## src/sv/double_ended_queue_defines.svh

```systemverilog
// Assertion macros shared by the deque RTL.
`ifndef DOUBLE_ENDED_QUEUE_DEFINES_SVH
`define DOUBLE_ENDED_QUEUE_DEFINES_SVH

// Same-cycle implication, sampled on clk, off while arst_n is low.
`define DEQ_ASSERT_IMPL(label, ante, cons) \
	label: assert property (@(posedge clk) disable iff (!arst_n) (ante) |-> (cons)) \
		else $error("deque check failed");

// Next-cycle implication, sampled on clk, off while arst_n is low.
`define DEQ_ASSERT_NEXT(label, ante, cons) \
	label: assert property (@(posedge clk) disable iff (!arst_n) (ante) |=> (cons)) \
		else $error("deque check failed");

`endif

```

## src/sv/deq_pkg.sv

```systemverilog
// Types, constants and helpers for the double-ended queue.
package deq_pkg;

	localparam int DEPTH      = 1024;
	localparam int DATA_WIDTH = 32;
	localparam int WORD_W     = 32;
	localparam int ADDR_W     = $clog2(DEPTH);
	localparam int CNT_W      = $clog2(DEPTH + 1);

	typedef logic [ADDR_W-1:0]     addr_t;
	typedef logic [CNT_W-1:0]      cnt_t;
	typedef logic [DATA_WIDTH-1:0] data_t;

	typedef enum logic [2:0] {
		OP_PUSH_FRONT = 3'd0,
		OP_PUSH_BACK  = 3'd1,
		OP_POP_FRONT  = 3'd2,
		OP_POP_BACK   = 3'd3,
		OP_PEEK_FRONT = 3'd4,
		OP_PEEK_BACK  = 3'd5
	} op_t;

	typedef struct packed {
		logic  we;
		logic  re;
		addr_t addr;
		data_t wdata;
	} mem_req_t;

	typedef struct packed {
		logic read_valid;
		logic push_dropped;
		cnt_t entry_count;
		logic is_empty;
	} res_t;

	function automatic addr_t wrap_inc(input addr_t p);
		return (p == addr_t'(DEPTH - 1)) ? '0 : p + addr_t'(1);
	endfunction

	function automatic addr_t wrap_dec(input addr_t p);
		return (p == '0) ? addr_t'(DEPTH - 1) : p - addr_t'(1);
	endfunction

	// Narrow or sign extend a port word to the stored width.
	function automatic data_t to_data(input logic signed [WORD_W-1:0] w);
		return DATA_WIDTH'(w);
	endfunction

	// Sign extend or narrow a stored word to the port width.
	function automatic logic [WORD_W-1:0] to_word(input logic signed [DATA_WIDTH-1:0] d);
		return WORD_W'(d);
	endfunction

endpackage

```

## src/sv/deq_ctrl.sv

```systemverilog
// Pointer and count control: decodes an item into a RAM access and result flags.
module deq_ctrl import deq_pkg::*; (
	input  logic                    clk,
	input  logic                    arst_n,
	input  logic                    accept,
	input  logic [2:0]              func,
	input  logic signed [WORD_W-1:0] push_value,
	output mem_req_t                mem_req,
	output res_t                    res
);

	addr_t front_q, back_q;
	cnt_t  count_q;
	addr_t front_d, back_d;
	cnt_t  count_d;
	logic  full, empty;
	logic  rd_hit, dropped;

	assign full  = (count_q == cnt_t'(DEPTH));
	assign empty = (count_q == '0);

	always_comb begin
		front_d       = front_q;
		back_d        = back_q;
		count_d       = count_q;
		rd_hit        = 1'b0;
		dropped       = 1'b0;
		mem_req.we    = 1'b0;
		mem_req.re    = 1'b0;
		mem_req.addr  = front_q;
		mem_req.wdata = to_data(push_value);
		unique case (op_t'(func))
			OP_PUSH_FRONT: begin
				if (full) begin
					dropped = 1'b1;
				end else begin
					front_d      = wrap_dec(front_q);
					mem_req.we   = 1'b1;
					mem_req.addr = front_d;
					count_d      = count_q + cnt_t'(1);
				end
			end
			OP_PUSH_BACK: begin
				if (full) begin
					dropped = 1'b1;
				end else begin
					back_d       = wrap_inc(back_q);
					mem_req.we   = 1'b1;
					mem_req.addr = back_q;
					count_d      = count_q + cnt_t'(1);
				end
			end
			OP_POP_FRONT: begin
				if (!empty) begin
					rd_hit       = 1'b1;
					mem_req.re   = 1'b1;
					mem_req.addr = front_q;
					front_d      = wrap_inc(front_q);
					count_d      = count_q - cnt_t'(1);
				end
			end
			OP_POP_BACK: begin
				if (!empty) begin
					rd_hit       = 1'b1;
					back_d       = wrap_dec(back_q);
					mem_req.re   = 1'b1;
					mem_req.addr = back_d;
					count_d      = count_q - cnt_t'(1);
				end
			end
			OP_PEEK_FRONT: begin
				if (!empty) begin
					rd_hit       = 1'b1;
					mem_req.re   = 1'b1;
					mem_req.addr = front_q;
				end
			end
			OP_PEEK_BACK: begin
				if (!empty) begin
					rd_hit       = 1'b1;
					mem_req.re   = 1'b1;
					mem_req.addr = wrap_dec(back_q);
				end
			end
			default: begin
				// unused codes: report count only
			end
		endcase
		// gate RAM strobes with the handshake
		mem_req.we = mem_req.we & accept;
		mem_req.re = mem_req.re & accept;
	end

	assign res.read_valid   = rd_hit;
	assign res.push_dropped = dropped;
	assign res.entry_count  = count_d;
	assign res.is_empty     = (count_d == '0);

	always_ff @(posedge clk or negedge arst_n) begin
		if (!arst_n) begin
			front_q <= '0;
			back_q  <= '0;
			count_q <= '0;
		end else if (accept) begin
			front_q <= front_d;
			back_q  <= back_d;
			count_q <= count_d;
		end
	end

endmodule

```

## config.mk

```make
export PLATFORM = sky130hd
export DESIGN_NAME = deq_ctrl
export DESIGN_NICKNAME = d
export VERILOG_FILES = /design/src/sv/double_ended_queue_defines.svh /design/src/sv/deq_pkg.sv /design/src/sv/deq_ctrl.sv
export SDC_FILE = /design/constraint.sdc
export NUM_CORES = 1
export LEC_CHECK = 0
export ABC_AREA = 1
export BUFFER_PORTS_ARGS = -buffer_cell sky130_fd_sc_hd__buf_2
export CAP_MARGIN = 20
export CORE_ASPECT_RATIO = 1.5
export CORE_MARGIN = 2
export CORE_UTILIZATION = 55
export CTS_BUF_LIST = sky130_fd_sc_hd__clkbuf_4 sky130_fd_sc_hd__clkbuf_8
export CTS_CLUSTER_DIAMETER = 30
export DETAILED_ROUTE_END_ITERATION = 7
export PLACE_DENSITY = 0.93
export SYNTH_ARGS = -nofsm -noshare
export SYNTH_HDL_FRONTEND = slang
export SYNTH_SLANG_ARGS = --single-unit
```

## constraint.sdc

```tcl
create_clock -name clk -period 5.65 [get_ports clk]
set_input_delay 1.13 -clock clk [delete_from_list [all_inputs] [get_ports clk]]
set_output_delay 1.13 -clock clk [all_outputs]
set_load 0.005 [all_outputs]
```

==> results of run 1 <==
-- layer usage --
metal  track usage (%)  wire [um]
met5                 0          0
met4              19.3        767
met3              3.25        711
met2              56.8       5970
met1              32.4       4020
-- critical path, cell delays in order (launching register included) --
cell,delay [ns]
dfrtp_1,0.48
inv_1,0.21
ha_1,0.32
nand2_2,0.15
nor2_8,0.17
nand2_2,0.34
inv_2,0.35
nand2_1,0.12
nand3b_1,0.10
nand2_1,0.09
nor2_1,0.15
nand3_1,0.09
nor2_1,0.09
buf_2,0.11
-- stage by stage --
| step | hold WS [ns] | cells | instance area [sq um] |
|---|---|---|---|
| finish | 0.644 | 699 | 3750 |
| global route | 0.664 | 699 | 3750 |
| CTS | 0.640 | 698 | 3740 |
| detailed placement | 0.629 | 690 | 3650 |
| global placement | 0.609 | 690 | 3650 |
| floorplan | 0.536 | 642 | 3780 |
-- cell families after synthesis --
| kind of cell | Yosys count | share of synthesized area (%) |
|---|---|---|
| and+or+nand+nor | 357 | 41.7 |
| AOI/OAI and AO/OA | 101 | 15.0 |
| adders and majority gates | 9 | 2.98 |
| buffers and inverters | 134 | 17.6 |
| DFF | 31 | 20.5 |
| xor gates and xnor gates | 10 | 2.31 |
-- path summary, 6_finish.rpt --
path                                                end  cells after the start
max in group asynchronous        count_q[8]$_DFFE_PN0P_                      1
min in group asynchronous       count_q[10]$_DFFE_PN0P_                      1
worst min-delay path              back_q[8]$_DFFE_PN0P_                      2
worst max register to register    back_q[3]$_DFFE_PN0P_                     10
worst max-delay path                             res[0]                     13
worst min register to register    back_q[8]$_DFFE_PN0P_                      2
-- flip-flops by register name (all words and copies together) (netlist names) --
register  flops
back_q       10
front_q      10
count_q      11
-- placed cells by master (no fill, tap or decap), drive strengths merged --
cell type | synthesis | routed
a211oi | 1 | 1
a21boi | 1 | 1
a21oi | 21 | 21
a22oi | 3 | 3
a31oi | 5 | 5
and3 | 1 | 1
buf | 49 | 32
clkbuf | 13 | 8
clkinv | 0 | 1
dfrtp | 31 | 31
ha | 9 | 9
inv | 72 | 72
nand2 | 173 | 173
nand3 | 70 | 70
nand3b | 2 | 2
nand4 | 24 | 24
nor2 | 74 | 74
nor3 | 9 | 9
nor4 | 1 | 1
o2111ai | 2 | 2
o211ai | 10 | 10
o21ai | 54 | 54
o21bai | 4 | 4
or2 | 3 | 3
xnor2 | 1 | 1
xor2 | 9 | 9
-- layout make-up --
type                    instances  area share, %
clock buffers                   7           2.24
well taps                      78           2.60
clock inverters                 1          0.134
multi-input cells             477           62.6
flip-flops and latches         31           20.7
repair buffers                 33           4.54
inverters                      72           7.21
-- report_power, final --
part           internal [mW]  leakage [nW]  switching (mW)
Combinational          0.326          1.51           0.591
Clock                 0.0961        0.0491          0.0897
Sequential             0.304         0.372           0.190
Total                  0.725          1.93           0.871
==> flow_metrics.tcl, run 1 <==
set metrics [dict create \
    synthFlopType "dfrtp_1" \
    grt_usage_pct 30.9 \
    p_leak_nw 1.93 \
    layout-drive-gt1-share_pct 10.3 \
    grt_pass1_wl_um 18700 \
    maxCapViolCount 0 \
    synth.most_common_cell "nand2_1" \
    wl_per_cell_um 16.4 \
    ant_nets 0 \
    final.setup.tns_ns 0 \
    ff2ff_setup_slack_ns 2.67 \
    nFillCells 708 \
    irDropWorstVdd_mv 0.214 \
    status "finished, final reports clean" \
    relSlewSlack_pct 43.9 \
    grt_pass1_vias 4021 \
    regArea_sq_um 776 \
    routed_wl_um 11500 \
    overflow 0 \
    vias 4242 \
    critPathKind "reg2out" \
    synth_top_area_cell "dfrtp_1" \
    syn2layout_area_growth_pct -0.992 \
    grt_max_degree 32 \
    powerDensity_nw_per_um2 426 \
    clkSinkCount 31 \
    cts_setup_buffers 0 \
    startpoint "count_q[0]$_DFFE_PN0P_" \
    syn_nets 689 \
    timing.rr.start "count_q[0]$_DFFE_PN0P_" \
    arrival_ns 3.05 \
    h-tree-depth 2 \
    clk_latency_ns 0.29 \
    insertedDiodeCount 0 \
    finalMaxSlewViolations 0 \
    synth_top_cell_area_share_pct 20.5 \
    ys_top_cells_by_count "nand2_1, nor2_1, nand3_1" \
    clockBufferDepth 2 \
    gp_congestion 1.05 \
    cts_made_buffers 5 \
    coreArea_sq_um 6760 \
    io_pins 96 \
    io_buffers 31 \
    clock.fmax_ghz 0.239 \
    route.detailed.drc 0 \
    finalSetupViolations 0 \
    final_core_util_pct 55.4 \
    worst_slew_pin_slew_ns 0.841 \
    die_area_sq_um 7570 \
    finalHoldViolations 0 \
    synth_edf_count 0 \
    period_share_pct 74.0 \
    clock_skew_ns 0.00753 \
    synthCells 642 \
    yosysSeqAreaShare_pct 20.5 \
    crit_required_ns 4.52 \
    critPathMaxFanout 25 \
    cts_resized 0 \
    total_power_mw 1.60 \
    die_h_um 106 \
    dp_slack_ns 1.58 \
    antenna_found_initial 0 \
    startpoint_type "flip-flop" \
    synth_area_leaders "dfrtp_1, nand2_1, nand3_1" \
    hold_buffers 0 \
    async_flop_share_pct 100 \
    final_nets 667 \
    multi_input_area_sq_um 2340 \
    path_clk_slew_ns 0.07 \
    rsz0062_at_grt "no" \
    die_w_um 71.7 \
    drt-initial-drc-count 448 \
    post-dp-hpwl_um 8830 \
    ys_seq_elements 31 \
    initial_core_util_pct 56.0 \
    root_buffer "clkbuf_8" \
    finalCriticalPeriod_ns 4.18 \
    mappedNetlistArea_sq_um 3780 \
    viasPerCell 6.07 \
    cts_tree "built" \
    crit_path_end_kind "output port" \
    num_rows 37 \
    yosys.cell_types.count 35 \
    ys.warnings.count 0 \
    syn_avg_cell_area_sq_um 5.90 \
    hold_start "back_q[8]$_DFFE_PN0P_" \
    fin_ws_ns 1.47 \
    drt-pass1-iter-count 7 \
    hold_path.class "reg2reg" \
]
Note: power is estimated with default switching activity, not from simulation.
==> inputs of run 2 (changes only) <==
==> constraint.sdc (replaced) <==
create_clock -name clk -period 4.4 [get_ports clk]
set_input_delay 0.88 -clock clk [delete_from_list [all_inputs] [get_ports clk]]
set_output_delay 0.88 -clock clk [all_outputs]
set_load 0.005 [all_outputs]
==> flow_metrics.tcl, run 2 (same netlist as run 1, synthesis figures left out) <==
set metrics [dict create \
    status "finished, final reports clean" \
    clk_latency_ns 0.30 \
    initial_core_util_pct 56.0 \
    slowest_stage "dfrtp_1" \
    grt_max_degree 32 \
    gp_congestion 1.02 \
    cts_tree "built" \
    route.detailed.drc 0 \
    wl_per_cell_um 16.7 \
    insertedDiodeCount 0 \
    viasPerCell 6.12 \
    critPathMaxFanout 25 \
    die_area_sq_um 7570 \
    die_w_um 71.7 \
    nFillCells 676 \
    clock.fmax_ghz 0.264 \
    grt_pass1_wl_um 18900 \
    regMostFlops "count_q" \
    period_share_pct 86.0 \
    cpPeakStageDelay_ns 0.46 \
    crit_required_ns 3.52 \
    routed_wl_um 11700 \
    largest_reg_flops 11 \
    arrival_ns 2.90 \
    irDropWorstVdd_mv 0.285 \
    relSlewSlack_pct 41.8 \
    drt-initial-drc-count 516 \
    path_cells "inv_1, ha_1, nand2_2, nor2_8, nand2_2, inv_2, nand2_1, nand3b_1, nand2_1, nor2_1, nand3_1, nor2_1, buf_2" \
    worst_slew_pin_slew_ns 0.874 \
    hold_path.class "reg2reg" \
    root_buffer "clkbuf_8" \
    finalSetupViolations 0 \
    clkSinkCount 31 \
    layout-drive-gt1-share_pct 10.5 \
    rsz0062_at_grt "no" \
    clock_skew_ns 0.00872 \
    busiest_layer "met2" \
    timing.rr.start "count_q[0]$_DFFE_PN0P_" \
    finalCriticalPeriod_ns 3.78 \
    placed_cell_area_sq_um 3670 \
    hold_start "count_q[10]$_DFFE_PN0P_" \
    clockBufferDepth 2 \
    powerDensity_nw_per_um2 555 \
    hold_buffers 0 \
    io_pins 96 \
    layout_common_cells "nand2_1, nor2_1, nand3_1" \
    final.setup.tns_ns 0 \
    startpoint "count_q[0]$_DFFE_PN0P_" \
    use_met2_pct 56.8 \
    syn2layout_area_growth_pct -0.397 \
    coreArea_sq_um 6760 \
    final_nets 668 \
    critPathKind "reg2out" \
    num_rows 37 \
    finalMaxSlewViolations 0 \
    grt_util_met3_pct 3.54 \
    post-dp-hpwl_um 8860 \
    antenna_found_initial 0 \
    grt_pass1_vias 4038 \
    reg_top3 "count_q: 11 flops, back_q: 10 flops, front_q: 10 flops" \
    vias 4281 \
    cts_setup_buffers 0 \
    h-tree-depth 2 \
    p_leak_nw 1.95 \
    overflow 0 \
    die_h_um 106 \
    cts_resized 0 \
    final_common_cell "nand2_1" \
    grt_usage_pct 31.5 \
    drt-pass1-iter-count 6 \
    startpoint_type "flip-flop" \
    cts_made_buffers 5 \
    io_buffers 31 \
    path_clk_slew_ns 0.07 \
    ant_nets 0 \
    fin_area_sq_um 3770 \
    use_met1_pct 32.5 \
    crit_path_end_kind "output port" \
    maxCapViolCount 0 \
    finalHoldViolations 0 \
]
==> run 2: cell types whose count changed in the layout (fill, tap and decap cells not counted) <==
cell and delta:
buf_4 +2, clkbuf_4 -2, clkinv_2 -1, clkbuf_8 +2
==> run 2: layout make-up <==
class | count | area [sq um] | share of cell area (%)
clock buffers | 8 | 104 | 2.75
inverters | 72 | 270 | 7.17
multi-input cells | 477 | 2340 | 62.2
flip-flops and latches | 31 | 776 | 20.6
well taps | 78 | 97.6 | 2.59
repair buffers | 34 | 178 | 4.71
==> run 2: routing by layer <==
layer / share of wire (%) / up-vias
met4: 7.2 / 0
met3: 5.8 / 74
met5: 0 / -
li1: - / 2038
met2: 51 / 246
met1: 36 / 1923
==> run 2: stage by stage <==
| stage | power [mW] | util [%] | cells | setup slack (ns) | hold WS, ns |
|---|---|---|---|---|---|
| global route | 2.27 | 55.8 | 700 | 0.375 | 0.676 |
| detailed placement | 1.79 | 54.2 | 692 | 0.831 | 0.629 |
| CTS | 2.06 | 55.8 | 700 | 0.686 | 0.640 |
| floorplan | 1.48 | - | 642 | 1.34 | 0.536 |
| finish | 2.09 | 55.8 | 700 | 0.618 | 0.642 |
| global placement | 1.76 | 54.2 | 692 | 0.907 | 0.611 |
==> run 2: path summary, 6_finish.rpt <==
| kind | end | slack [ns] | cells past startpoint |
|---|---|---|---|
| max | res[0] | 0.62 | 13 |
| min | count_q[10]$_DFFE_PN0P_ | 0.64 | 2 |
| max reg2reg | front_q[1]$_DFFE_PN0P_ | 1.78 | 11 |
| min reg2reg | count_q[10]$_DFFE_PN0P_ | 0.64 | 2 |
| max in group asynchronous | count_q[6]$_DFFE_PN0P_ | 3.21 | 1 |
| min in group asynchronous | front_q[7]$_DFFE_PN0P_ | 0.68 | 1 |
==> run 2: where the power goes <==
part	internal (mW)	switching, mW
clock	0.149	0.119
combinational	0.419	0.762
sequential	0.390	0.253
total	0.958	1.13
==> run 2: worst max-delay path: cells and delay by family (launching register included) <==
family,cells,cell delay (ns)
flip-flops,1,0.46
AND/OR/NAND/NOR,9,1.21
buffers and inverters,3,0.64
adder cells (fa/ha/maj),1,0.29
